File: src/hdl/pee_pkg.sv
// Package for the postfix expression evaluator.
// Holds character codes, status codes, the controller state type and the
// command and status bundles shared by the controller and the datapath.
package pee_pkg;

   localparam logic [7:0] CHAR_ZERO  = 8'h30;
   localparam logic [7:0] CHAR_NINE  = 8'h39;
   localparam logic [7:0] CHAR_PLUS  = 8'h2B;
   localparam logic [7:0] CHAR_MINUS = 8'h2D;
   localparam logic [7:0] CHAR_STAR  = 8'h2A;
   localparam logic [7:0] CHAR_SLASH = 8'h2F;

   localparam logic [1:0] STAT_OK       = 2'd0;
   localparam logic [1:0] STAT_SHORT    = 2'd1;
   localparam logic [1:0] STAT_DIVZERO  = 2'd2;
   localparam logic [1:0] STAT_OVERFLOW = 2'd3;

   localparam int OUT_VALUE_BITS = 32;
   localparam int RSP_DATA_BITS  = 40;

   typedef enum logic [2:0] {
      S_IDLE,
      S_EXEC,
      S_LOAD,
      S_ARITH,
      S_FINISH
   } ctrl_state_type;

   typedef enum logic [1:0] {
      ALU_ADDSUB,
      ALU_MUL,
      ALU_DIV
   } alu_mode_type;

   typedef struct packed {
      logic capture;
      logic push;
      logic shortage;
      logic read_a;
      logic start_op;
      logic step;
      logic commit;
      logic emit;
   } dp_cmd_type;

   typedef struct packed {
      logic is_digit;
      logic is_op;
      logic enough;
      logic alu_done;
      logic last_item;
      logic out_free;
   } dp_status_type;

endpackage

File: src/hdl/postfix_expression_evaluator.sv
// Top level of the postfix expression evaluator.
// Joins pee_ctrl and pee_datapath; depends on pee_pkg.
//
// The req_ channel carries one ASCII character per transfer, with req_tlast
// marking the last character of an expression. Digits push their value, the
// operators + - * / combine the two top operands, and all other characters
// are ignored. After the last character one result leaves on the rsp_
// channel: the expression value and a status code (ok, operand shortage,
// divide by zero, stack overflow). The value reads zero whenever the status
// is not ok.
// One character is in work at a time. A digit or an ignored character passes
// through the EXEC and FINISH states; an operator with two operands also passes
// LOAD and ARITH, where * and / use the shared shift-and-add multiplier and
// restoring divider, which retire one bit a cycle. A division by zero skips the
// divider.
// The result is loaded into the rsp_ register at the same edge that raises
// req_tready again. A new character is taken while that result waits; if the
// receiver stalls, the next expression's result waits in the last cycle of
// its final character until the register is free.
// Reset empties the stack, clears the status and drops any pending result.
module postfix_expression_evaluator import pee_pkg::*; #(
   parameter int STACK_DEPTH = 64,
   parameter int VALUE_BITS  = 32
) (
   input  logic                     clock,
   input  logic                     reset,
   input  logic                     req_tvalid,
   output logic                     req_tready,
   input  logic [7:0]               req_tdata,   // [7:0] symbol
   input  logic                     req_tlast,   // end_of_expression
   output logic                     rsp_tvalid,
   input  logic                     rsp_tready,
   output logic [RSP_DATA_BITS-1:0] rsp_tdata    // [31:0] value, [33:32] status, zero above
);

   dp_cmd_type                cmd;
   dp_status_type             stat;
   logic [OUT_VALUE_BITS-1:0] rsp_value;
   logic [1:0]                rsp_status;

   pee_ctrl u_ctrl (
      .clock     (clock),
      .reset     (reset),
      .req_valid (req_tvalid),
      .req_ready (req_tready),
      .stat      (stat),
      .cmd       (cmd)
   );

   pee_datapath #(
      .STACK_DEPTH (STACK_DEPTH),
      .VALUE_BITS  (VALUE_BITS)
   ) u_datapath (
      .clock      (clock),
      .reset      (reset),
      .req_symbol (req_tdata),
      .req_last   (req_tlast),
      .cmd        (cmd),
      .stat       (stat),
      .rsp_valid  (rsp_tvalid),
      .rsp_ready  (rsp_tready),
      .rsp_value  (rsp_value),
      .rsp_status (rsp_status)
   );

   assign rsp_tdata = {(RSP_DATA_BITS - OUT_VALUE_BITS - 2)'(0), rsp_status, rsp_value};

   // A character is worked on alone, so ready drops after every transfer.
   assert property (@(posedge clock) disable iff (reset)
      req_tvalid && req_tready |=> !req_tready)
      else $error("Input taken again right after a transfer.");

   // Any error status carries a zero value.
   assert property (@(posedge clock) disable iff (reset)
      rsp_tvalid && (rsp_tdata[33:32] != STAT_OK) |-> rsp_tdata[31:0] == '0)
      else $error("Nonzero value reported with an error status.");

   // A new result is loaded only while the input side is busy finishing.
   assert property (@(posedge clock) disable iff (reset)
      $rose(rsp_tvalid) |-> !$past(req_tready))
      else $error("Result appeared without a finished character.");

endmodule

File: src/hdl/pee_ctrl.sv
// Controller state machine of the postfix expression evaluator.
// Sequences each character through decode, operand read, arithmetic and result.
// Depends on pee_pkg for the state type and the command and status bundles.
module pee_ctrl import pee_pkg::*; (
   input  logic          clock,
   input  logic          reset,
   input  logic          req_valid,
   output logic          req_ready,
   input  dp_status_type stat,
   output dp_cmd_type    cmd
);

   ctrl_state_type state_ff;
   ctrl_state_type state_in;

   always_ff @(posedge clock) begin
      if (reset) begin
         state_ff <= S_IDLE;
      end else begin
         state_ff <= state_in;
      end
   end

   always_comb begin
      state_in = state_ff;
      case (state_ff)
         S_IDLE: begin
            if (req_valid) state_in = S_EXEC;
         end
         S_EXEC: begin
            if (stat.is_op && stat.enough) state_in = S_LOAD;
            else state_in = S_FINISH;
         end
         S_LOAD: begin
            state_in = S_ARITH;
         end
         S_ARITH: begin
            if (stat.alu_done) state_in = S_FINISH;
         end
         S_FINISH: begin
            if (!stat.last_item || stat.out_free) state_in = S_IDLE;
         end
         default: begin
            state_in = S_IDLE;
         end
      endcase
   end

   always_comb begin
      cmd       = '0;
      req_ready = 1'b0;
      case (state_ff)
         S_IDLE: begin
            req_ready   = 1'b1;
            cmd.capture = req_valid;
         end
         S_EXEC: begin
            cmd.push     = stat.is_digit;
            cmd.shortage = stat.is_op && !stat.enough;
            cmd.read_a   = stat.is_op && stat.enough;
         end
         S_LOAD: begin
            cmd.start_op = 1'b1;
         end
         S_ARITH: begin
            cmd.commit = stat.alu_done;
            cmd.step   = !stat.alu_done;
         end
         S_FINISH: begin
            cmd.emit = stat.last_item && stat.out_free;
         end
         default: begin
            cmd = '0;
         end
      endcase
   end

endmodule

File: src/hdl/pee_datapath.sv
// Datapath of the postfix expression evaluator: operand stack memory with the
// top entry in a register, an iterative multiply and divide unit, error status
// and the result register. Depends on pee_pkg.
module pee_datapath import pee_pkg::*; #(
   parameter int STACK_DEPTH = 64,
   parameter int VALUE_BITS  = 32
) (
   input  logic                      clock,
   input  logic                      reset,
   input  logic [7:0]                req_symbol,
   input  logic                      req_last,
   input  dp_cmd_type                cmd,
   output dp_status_type             stat,
   output logic                      rsp_valid,
   input  logic                      rsp_ready,
   output logic [OUT_VALUE_BITS-1:0] rsp_value,
   output logic [1:0]                rsp_status
);

   localparam int AW = $clog2(STACK_DEPTH);
   localparam int CW = $clog2(STACK_DEPTH + 1);
   localparam int IW = $clog2(VALUE_BITS + 1);
   localparam logic [CW-1:0] DEPTH_COUNT = CW'(STACK_DEPTH);
   localparam logic [IW-1:0] STEPS       = IW'(VALUE_BITS);

   logic [VALUE_BITS-1:0] stack_mem [STACK_DEPTH];

   logic [7:0]                sym_ff, sym_in;
   logic                      last_ff, last_in;
   logic [VALUE_BITS-1:0]     tos_ff, tos_in;
   logic [CW-1:0]             count_ff, count_in;
   logic [VALUE_BITS-1:0]     lastres_ff, lastres_in;
   logic [1:0]                err_ff, err_in;
   logic [VALUE_BITS-1:0]     rdata_ff;
   logic [VALUE_BITS-1:0]     acc_ff, acc_in;
   logic [VALUE_BITS-1:0]     x_ff, x_in;
   logic [VALUE_BITS-1:0]     y_ff, y_in;
   logic [IW-1:0]             iter_ff, iter_in;
   alu_mode_type              mode_ff, mode_in;
   logic                      neg_ff, neg_in;
   logic                      rsp_valid_ff, rsp_valid_in;
   logic [OUT_VALUE_BITS-1:0] rsp_value_ff, rsp_value_in;
   logic [1:0]                rsp_status_ff, rsp_status_in;

   logic                         full;
   logic                         mem_we;
   logic [CW-1:0]                cnt_m1;
   logic [CW-1:0]                cnt_m2;
   logic [7:0]                   digit_code;
   logic [VALUE_BITS-1:0]        a_mag;
   logic [VALUE_BITS-1:0]        b_mag;
   logic                         a_neg;
   logic                         b_neg;
   logic [VALUE_BITS:0]          trial;
   logic [VALUE_BITS-1:0]        alu_result;
   logic signed [VALUE_BITS-1:0] sel_value;
   logic signed [63:0]           wide_value;

   assign cnt_m1     = count_ff - CW'(1);
   assign cnt_m2     = count_ff - CW'(2);
   assign full       = count_ff >= DEPTH_COUNT;
   assign mem_we     = cmd.push && !full && (count_ff != '0);
   assign digit_code = sym_ff - CHAR_ZERO;
   assign a_neg      = rdata_ff[VALUE_BITS-1];
   assign b_neg      = tos_ff[VALUE_BITS-1];
   assign a_mag      = a_neg ? (VALUE_BITS'(0) - rdata_ff) : rdata_ff;
   assign b_mag      = b_neg ? (VALUE_BITS'(0) - tos_ff) : tos_ff;
   assign trial      = {acc_ff, x_ff[VALUE_BITS-1]} - {1'b0, y_ff};
   assign alu_result = (mode_ff == ALU_DIV) ? (neg_ff ? (VALUE_BITS'(0) - x_ff) : x_ff) : acc_ff;

   always_comb begin
      if (err_ff != STAT_OK) sel_value = '0;
      else if (count_ff == CW'(1)) sel_value = tos_ff;
      else sel_value = lastres_ff;
   end
   assign wide_value = 64'(sel_value);

   always_comb begin
      stat.is_digit  = (err_ff != STAT_SHORT) && (sym_ff inside {[CHAR_ZERO:CHAR_NINE]});
      stat.is_op     = (err_ff != STAT_SHORT) &&
                       (sym_ff inside {CHAR_PLUS, CHAR_MINUS, CHAR_STAR, CHAR_SLASH});
      stat.enough    = count_ff >= CW'(2);
      stat.alu_done  = iter_ff == '0;
      stat.last_item = last_ff;
      stat.out_free  = !rsp_valid_ff || rsp_ready;
   end

   always_ff @(posedge clock) begin
      if (mem_we) stack_mem[cnt_m1[AW-1:0]] <= tos_ff;
      if (cmd.read_a) rdata_ff <= stack_mem[cnt_m2[AW-1:0]];
   end

   always_comb begin
      sym_in        = sym_ff;
      last_in       = last_ff;
      tos_in        = tos_ff;
      count_in      = count_ff;
      lastres_in    = lastres_ff;
      err_in        = err_ff;
      acc_in        = acc_ff;
      x_in          = x_ff;
      y_in          = y_ff;
      iter_in       = iter_ff;
      mode_in       = mode_ff;
      neg_in        = neg_ff;
      rsp_valid_in  = rsp_valid_ff && !rsp_ready;
      rsp_value_in  = rsp_value_ff;
      rsp_status_in = rsp_status_ff;

      if (cmd.capture) begin
         sym_in  = req_symbol;
         last_in = req_last;
      end

      if (cmd.push) begin
         if (full) begin
            if (err_ff == STAT_OK) err_in = STAT_OVERFLOW;
         end else begin
            tos_in   = VALUE_BITS'(digit_code);
            count_in = count_ff + CW'(1);
         end
      end

      if (cmd.shortage) err_in = STAT_SHORT;

      if (cmd.start_op) begin
         neg_in = 1'b0;
         case (sym_ff)
            CHAR_PLUS: begin
               mode_in = ALU_ADDSUB;
               acc_in  = rdata_ff + tos_ff;
               iter_in = '0;
            end
            CHAR_MINUS: begin
               mode_in = ALU_ADDSUB;
               acc_in  = rdata_ff - tos_ff;
               iter_in = '0;
            end
            CHAR_STAR: begin
               mode_in = ALU_MUL;
               acc_in  = '0;
               x_in    = rdata_ff;
               y_in    = tos_ff;
               iter_in = STEPS;
            end
            default: begin
               mode_in = ALU_DIV;
               acc_in  = '0;
               y_in    = b_mag;
               if (tos_ff == '0) begin
                  x_in    = '0;
                  iter_in = '0;
                  if (err_ff == STAT_OK) err_in = STAT_DIVZERO;
               end else begin
                  x_in    = a_mag;
                  iter_in = STEPS;
                  neg_in  = a_neg ^ b_neg;
               end
            end
         endcase
      end

      if (cmd.step) begin
         iter_in = iter_ff - IW'(1);
         if (mode_ff == ALU_MUL) begin
            acc_in = acc_ff + (y_ff[0] ? x_ff : '0);
            x_in   = x_ff << 1;
            y_in   = y_ff >> 1;
         end else if (!trial[VALUE_BITS]) begin
            acc_in = trial[VALUE_BITS-1:0];
            x_in   = {x_ff[VALUE_BITS-2:0], 1'b1};
         end else begin
            acc_in = {acc_ff[VALUE_BITS-2:0], x_ff[VALUE_BITS-1]};
            x_in   = {x_ff[VALUE_BITS-2:0], 1'b0};
         end
      end

      if (cmd.commit) begin
         tos_in     = alu_result;
         lastres_in = alu_result;
         count_in   = cnt_m1;
      end

      if (cmd.emit) begin
         rsp_valid_in  = 1'b1;
         rsp_value_in  = wide_value[OUT_VALUE_BITS-1:0];
         rsp_status_in = err_ff;
         count_in      = '0;
         lastres_in    = '0;
         err_in        = STAT_OK;
      end
   end

   always_ff @(posedge clock) begin
      if (reset) begin
         count_ff     <= '0;
         lastres_ff   <= '0;
         err_ff       <= STAT_OK;
         iter_ff      <= '0;
         rsp_valid_ff <= 1'b0;
      end else begin
         count_ff     <= count_in;
         lastres_ff   <= lastres_in;
         err_ff       <= err_in;
         iter_ff      <= iter_in;
         rsp_valid_ff <= rsp_valid_in;
      end
   end

   always_ff @(posedge clock) begin
      sym_ff        <= sym_in;
      last_ff       <= last_in;
      tos_ff        <= tos_in;
      acc_ff        <= acc_in;
      x_ff          <= x_in;
      y_ff          <= y_in;
      mode_ff       <= mode_in;
      neg_ff        <= neg_in;
      rsp_value_ff  <= rsp_value_in;
      rsp_status_ff <= rsp_status_in;
   end

   assign rsp_valid  = rsp_valid_ff;
   assign rsp_value  = rsp_value_ff;
   assign rsp_status = rsp_status_ff;

endmodule
File: config.mk
export PLATFORM = sky130hd
export DESIGN_NAME = postfix_expression_evaluator
export DESIGN_NICKNAME = d
export VERILOG_FILES = /design/src/hdl/pee_pkg.sv /design/src/hdl/postfix_expression_evaluator.sv /design/src/hdl/pee_ctrl.sv /design/src/hdl/pee_datapath.sv
export SDC_FILE = /design/constraint.sdc
export NUM_CORES = 2
export LEC_CHECK = 0
export BUFFER_PORTS_ARGS = -buffer_cell sky130_fd_sc_hd__buf_2
export CORE_MARGIN = 4
export CORE_UTILIZATION = 25
export CTS_CLUSTER_DIAMETER = 200
export DETAILED_ROUTE_END_ITERATION = 12
export SLEW_MARGIN = 20
export SYNTH_ARGS = -nofsm -noshare
export SYNTH_HDL_FRONTEND = slang
export SYNTH_SLANG_ARGS = --single-unit
File: constraint.sdc
create_clock -name clock -period 14.1 [get_ports clock]
set_input_delay 2.115 -clock clock [delete_from_list [all_inputs] [get_ports clock]]
set_output_delay 2.115 -clock clock [all_outputs]
set_load 0.005 [all_outputs]
Word level (Yosys, flattened, before mapping)
Memory sizes are Yosys's and may differ from the RTL's. A register that Yosys moved wholly into a read port is not among the register bits. Cells that the tools add are included.

Add/subtract/negate cells: 12. $lt $le $gt $ge: 4. Eq/ne operators: 17. Muxes and demuxes: 54. Bitwise gates (word level): 1. Reduce and logical (&&, ||, !) cells: 33.

Operators by type and width (count): two-way mux 32 bit (19); case mux 32 bit (2 select lines) (3); subtractor 1 x 32 -> 32 bit, first input constant (3); adder 32 bit (2); subtractor 33 x 32 -> 33 bit (1); equality test 8 x 6 -> 1 bit, second input constant (4); zero test 32 bit (1); subtractor 32 bit (1); two-way mux 7 bit (3); two-way mux 2 bit (9); two-way mux 6 bit (3); two-way mux 3 bit (5); case mux 3 bit (5 select lines) (1); case mux 6 bit (2 select lines) (1); logical AND 1 bit (9); two-way mux 1 bit (9); greater-or-equal comparator 8 x 6 -> 1 bit, second input constant (1); <= comparator 8 x 6 -> 1 bit, second input constant (1); != test 2 x 1 -> 1 bit, second input constant (4); subtractor 8 x 6 -> 8 bit, second input constant (1); adder 7 x 1 -> 7 bit, second input constant (1); equality test 7 x 1 -> 1 bit, second input constant (1); greater-or-equal comparator 7 x 2 -> 1 bit, second input constant (1); greater-or-equal comparator 7 bit, second input constant (1); 24 further kinds (36).

Register bits after elaboration: 225. Memory bits (writable): 2048. Input bits: 13. Output and inout bits: 42. Memories: 1.

Memory list: u_datapath.stack_mem (depth 64, width 32, read ports 1, clocked after Yosys merged registers in 1, wr ports 1, line pee_datapath.sv:26) `logic [VALUE_BITS-1:0] stack_mem [STACK_DEPTH];`.

Longest topological paths before layout
Depth after elaboration: 11. Depth in mapped cells: 20. Mapped depth without buffers: 19.

By module
From an unflattened synthesis, not the netlist that was laid out.

Cells, all modules: 5182. Area, all modules: 96411.2 sq um.

By module, submodules not included: pee_datapath (instances 1, cells an instance 5146, area each 96123.4 sq um); pee_ctrl (instances 1, cells an instance 29, area each 239.0 sq um); postfix_expression_evaluator (instances 1, cells an instance 7, area each 48.8 sq um).

Worst setup path after synthesis
Ideal clock, no wire load.

Path type: reg-to-reg. Start point: register u_datapath.count_ff[1]. End point: register u_datapath.rdata_ff[0], read port of u_datapath.stack_mem, enable pin. Setup time: 0.470 ns. Data arrival time: 4.865 ns. Data required time: 13.630 ns. Setup slack: 8.765 ns. Cell stages (with the launch flop): 10. Cells stage by stage: dfxtp_1 -> clkbuf_1 -> clkbuf_1 -> clkbuf_1 -> clkbuf_1 -> inv_1 -> ha_1 -> nor3b_1 -> and2_1 -> nor3b_1.

RTL lines: start: declaration (line pee_datapath.sv:31) `logic [CW-1:0] count_ff, count_in;`; start signal: assignment (line pee_datapath.sv:202) `count_ff <= count_in;`; end: declaration (line pee_datapath.sv:34) `logic [VALUE_BITS-1:0] rdata_ff;`.

Worst setup path in the final report
Start point: register u_datapath.count_ff[1]. End point: register u_datapath.rdata_ff[10], read port of u_datapath.stack_mem (data pin).

Longest elaborated chain between the ends: 3. Elaborated cells between the ends (all ways): 4. Classes of those cells: 1 x add/sub; 1 x order compare; 1 x mux; 1 x reduce/logical.

Ends and longest elaborated chain: greater-or-equal comparator 7 x 2 -> 1 bit (line pee_datapath.sv:82) `stat.enough = count_ff >= CW'(2);`; logical AND 1 bit (line pee_ctrl.sv:60) `cmd.read_a = stat.is_op && stat.enough;`; two-way mux 3 bit (line pee_ctrl.sv:52) `case (state_ff)`.

Parallel ways exist; a longest one is shown, timed or not. A chain may end at the register's enable or synchronous reset.

==> out/qor.log <==
INFO  yosys          syn_area_per_cell=18.6um2
INFO  timing         max_clock_skew=0.105ns
INFO  timing         min_period=6.00ns
INFO  detailed_routing routedWlPerCell=25.0um
INFO  timing         slew_viol_final=0
INFO  timing         number_of_setup_violations_in_the_final_report=0
INFO  yosys          ys_top_cells_by_count=sky130_fd_sc_hd__edfxtp_1, sky130_fd_sc_hd__mux4_2, sky130_fd_sc_hd__nand2_1, sky130_fd_sc_hd__nor2_1, sky130_fd_sc_hd__a21oi_1
INFO  critical_path  crit_slowest_cell=sky130_fd_sc_hd__buf_4
INFO  clock_network  clkSlewWorstSetupHoldPaths=0.06ns
INFO  critical_path  cp_data_arrival_time=6.48ns
INFO  grt            grt_max_degree=125
INFO  clock_network  tritoncts_num_sinks=2305
INFO  yosys          yosys.cell_count.top_type=sky130_fd_sc_hd__edfxtp_1
INFO  power_and_ir_drop combPwrFrac=1.8%
INFO  yosys          synth_top_cell_area_share=69.2%
INFO  grt            grt_pass1_vias=51300
INFO  yosys          asyncSetResetFlopFracSynth=0%
INFO  critical_path  crit_chain=buf_4 -> buf_4 -> buf_4 -> mux4_2 -> mux4_2 -> mux2i_1 -> a21oi_1
INFO  detailed_routing detailedRoute.firstIterationViolations=6387
INFO  yosys          post_synth_inst_count=5179
INFO  critical_path  worst_path_dominant_cell_family=buffers and inverters
INFO  critical_path  critPathLaunchType=flop
INFO  flow_run       timing.max_cap.violations=0
INFO  clock_network  cts.repair_timing.setup_buffer_count=0
INFO  grt            global_route_wire_length_before_repair=379000um
INFO  yosys          share_of_synthesized_cell_area_in_full_adder_half_adder_and_majority_cells=1.49%
INFO  yosys          synth-simple-area-share=3.99%
INFO  place          portBuffers=48
INFO  yosys          synth_compound_area_share=4.67%
INFO  place          dp_hpwl=150000um
INFO  clock_network  clk_path_buf_depth=3
INFO  power_and_ir_drop leakagePower=33.1nW
INFO  detailed_routing detail_route.wirelength=265000um
INFO  power_and_ir_drop switching_share=20.7%
INFO  yosys          synth_top_family_by_area=multiplexers
INFO  yosys          synthFlopType=sky130_fd_sc_hd__edfxtp_1
INFO  yosys          number_of_enable_type_register_cells_in_the_synthesized_netlist=2222
INFO  grt            groute.layer.met3.usage=2.37%
INFO  detailed_routing drt_pass1_iterations=6
INFO  yosys          synthDistinctLibCells=90
INFO  power_and_ir_drop pwr_density_cell=123nW/um2
INFO  timing         max_freq=167MHz
INFO  power_and_ir_drop pwr-share-clk=43.9%
INFO  cells_and_area area.growth.synth_to_final=15.3%
INFO  cells_and_area fillerInstances=37200
INFO  grt            gr-usage-all-layers=13.0%
INFO  clock_network  cts.htree.levels=4
INFO  detailed_routing detail_route.drc_violations=0
INFO  detailed_routing num_vias=51800
INFO  timing         finalHoldViolCount=0
INFO  worst_hold_path min_path_type=flop to flop
INFO  timing         max_slew.worst_pin.slew=1.12ns
INFO  grt            grt_antenna_before_repair=7
INFO  critical_path  critPathBufInv=3
INFO  clock_network  cts_tree=done
INFO  critical_path  worst_path_required_time=14.58ns
INFO  timing         unrepaired_setup_endpoints_after_global_routing=false
INFO  yosys          ffs_latches_synth=2305
INFO  grt            groute.layer.met1.usage=18.2%
INFO  yosys          synth_mux_area_share=15.8%
INFO  timing         setup_tns=0ns
INFO  critical_path  kind_of_end_point_of_the_critical_path=flop
INFO  cells_and_area post_route_cells_drive_above_1_share=23.6%
INFO  timing         slew_headroom=25.4%
INFO  clock_network  cts.repair.resized=0
INFO  yosys          yosysWarnings=0
INFO  place          routabilityCongestion=0.872
INFO  critical_path  crit_type=flop to flop
INFO  detailed_routing drtAntennaViolNets=0
INFO  run_status     run_status=finished, final reports clean
INFO  grt            gr-max-usage-layer=met2
INFO  power_and_ir_drop vdd_ir_drop_max=0.135mV
INFO  cells_and_area total_number_of_nets_in_the_final_design=5476
INFO  floorplan      initial_core_utilization=25.2%
INFO  yosys          share_of_synthesized_area_occupied_by_flip_flops_and_latches=70.9%
INFO  yosys          synth_top_cell_by_area=sky130_fd_sc_hd__edfxtp_1
INFO  clock_network  cts.root.buffer_cell=sky130_fd_sc_hd__clkbuf_16
INFO  floorplan      core.rowCount=227
INFO  detailed_routing viasPerCell=4.89
INFO  clock_network  hold_fix_buffer_count_after_cts=0
INFO  floorplan      design.die.area=396000um2
INFO  floorplan      floorplan.die.height=629um
INFO  grt            met2_layer_usage_reported_by_global_route=20.9%
INFO  timing         finalWorstSetupSlack=8.10ns
INFO  yosys          synthTopCellsByArea=sky130_fd_sc_hd__edfxtp_1, sky130_fd_sc_hd__mux4_2, sky130_fd_sc_hd__dfxtp_1, sky130_fd_sc_hd__ha_1, sky130_fd_sc_hd__a21oi_1
INFO  critical_path  worstPathMaxFanout=73
INFO  grt            global_route.overflow_total=0
INFO  power_and_ir_drop cellInternalPower=0.0108W
INFO  floorplan      die_width=629um
INFO  clock_network  clkLatencyLatePin=0.91ns
INFO  clock_network  cts_made_buffers=233
INFO  critical_path  crit_top_cell=sky130_fd_sc_hd__buf_4
INFO  power_and_ir_drop netSwitchingPower=0.00282W
INFO  floorplan      core_area=383000um2
INFO  place          placement.setup.worst_slack=8.08ns
INFO  timing         min_period_over_period=42.5%
INFO  critical_path  critical-path-max-stage-delay=1.02ns
INFO  floorplan      io-pin-count=55
INFO  yosys          syn_area=96400um2
INFO  yosys          synth_xor_xnor_area_share=1.72%
INFO  power_and_ir_drop power.sequential.fraction=54.3%
layout by cell type, fill, tap and decap left out, types with 55 or more instances in the layout:
cell type	synthesis	routed
sky130_fd_sc_hd__xor2_1	80	79
sky130_fd_sc_hd__o31ai_1	55	55
sky130_fd_sc_hd__edfxtp_1	2222	2222
sky130_fd_sc_hd__clkbuf_16	0	234
sky130_fd_sc_hd__a211oi_1	64	64
sky130_fd_sc_hd__mux4_2	660	660
sky130_fd_sc_hd__nor2_4	0	66
sky130_fd_sc_hd__nand2_1	276	275
sky130_fd_sc_hd__ha_1	110	109
sky130_fd_sc_hd__buf_4	8	150
sky130_fd_sc_hd__inv_1	73	73
sky130_fd_sc_hd__xnor2_1	106	104
sky130_fd_sc_hd__a21oi_1	212	212
sky130_fd_sc_hd__o21ai_0	135	134
sky130_fd_sc_hd__clkinv_1	0	71
sky130_fd_sc_hd__nor2_1	263	196
sky130_fd_sc_hd__dfxtp_1	83	80
through the flow:
stage	util, %	power [W]	cell area [um2]	std cells	hold slack (ns)
after floorplan	-	0.00775	96400	5184	0.437
after detailed placement	27.1	0.00781	104000	10200	0.447
after global placement	27.1	0.00781	104000	10200	0.447
final	29.0	0.0137	111000	10600	0.453
after CTS	29.0	0.0138	111000	10600	0.453
after global routing	29.0	0.0141	111000	10600	0.472
state kept, by name (all words and copies together), names as in the netlist, 2 cells and up:
register / flops
u_datapath.sym_ff: 8
u_datapath.lastres_ff: 32
u_datapath.count_ff: 7
u_datapath.acc_ff: 32
u_datapath.tos_ff: 32
u_datapath.rsp_status: 2
u_datapath.rsp_value: 32
u_datapath.mode_ff: 2
u_datapath.stack_mem: 2048
u_datapath.iter_ff: 6
u_datapath.rdata_ff: 32
u_datapath.y_ff: 32
u_datapath.err_ff: 2
u_ctrl.state_ff: 3
u_datapath.x_ff: 32
cell type report:
| type | count | area [um2] | area share [%] |
|---|---|---|---|
| repair buffers | 201 | 1430 | 1.29 |
| clock inverters | 163 | 1400 | 1.26 |
| inverters | 74 | 278 | 0.250 |
| clock buffers | 280 | 6070 | 5.46 |
| flip-flops and latches | 2305 | 68400 | 61.5 |
| well taps | 5038 | 6300 | 5.67 |
| multi-input cells | 2535 | 27300 | 24.6 |
| diodes | 1 | 2.50 | 0.00225 |
worst paths after layout:
check | to | from | cells after the start | slack [ns]
setup / recovery | u_datapath.rdata_ff[10] | u_datapath.count_ff[1] | 7 | 8.10
setup reg to reg | u_datapath.rdata_ff[10] | u_datapath.count_ff[1] | 7 | 8.10
hold / removal | u_datapath.lastres_ff[6] | u_datapath.lastres_ff[6] | 2 | 0.45
hold reg to reg | u_datapath.lastres_ff[6] | u_datapath.lastres_ff[6] | 2 | 0.45
power groups by stage:
stage / Clock, W / Combinational [W] / Sequential (W)
after floorplan: 0 / 0.000173 / 0.00757
after global placement: 0 / 0.000232 / 0.00757
after detailed placement: 0 / 0.000236 / 0.00757
after CTS: 0.00612 / 0.000238 / 0.00743
after global routing: 0.00641 / 0.000264 / 0.00743
final: 0.00600 / 0.000242 / 0.00743
routing by layer:
layer	routed length [um]	vias up	share of wire [%]
met3	20200	381	7.6
met2	126000	2285	48
met5	13	-	0.0049
met1	113000	27600	43
li1	-	21500	-
met4	5720	2	2.2
worst register-to-register path, delay by kind of cell, from the launching register on:
| kind | cells | cell delay [ns] |
|---|---|---|
| flip-flops | 1 | 0.74 |
| AO/OA/AOI/OAI | 1 | 0.32 |
| multiplexers | 3 | 1.71 |
| buffers and inverters | 3 | 2.85 |
cells by family (layout without fill, tap and decap cells):
logic type / after synthesis / count (layout)
flops: 2305 / 2305
simple gates: 827 / 827
compound gates: 709 / 709
mux: 692 / 692
buf+inv: 344 / 718
xor+xnor: 188 / 188
fa+ha+maj: 113 / 113
other cells: 1 / 7
No activity file was read; power rests on OpenSTA's default activity.
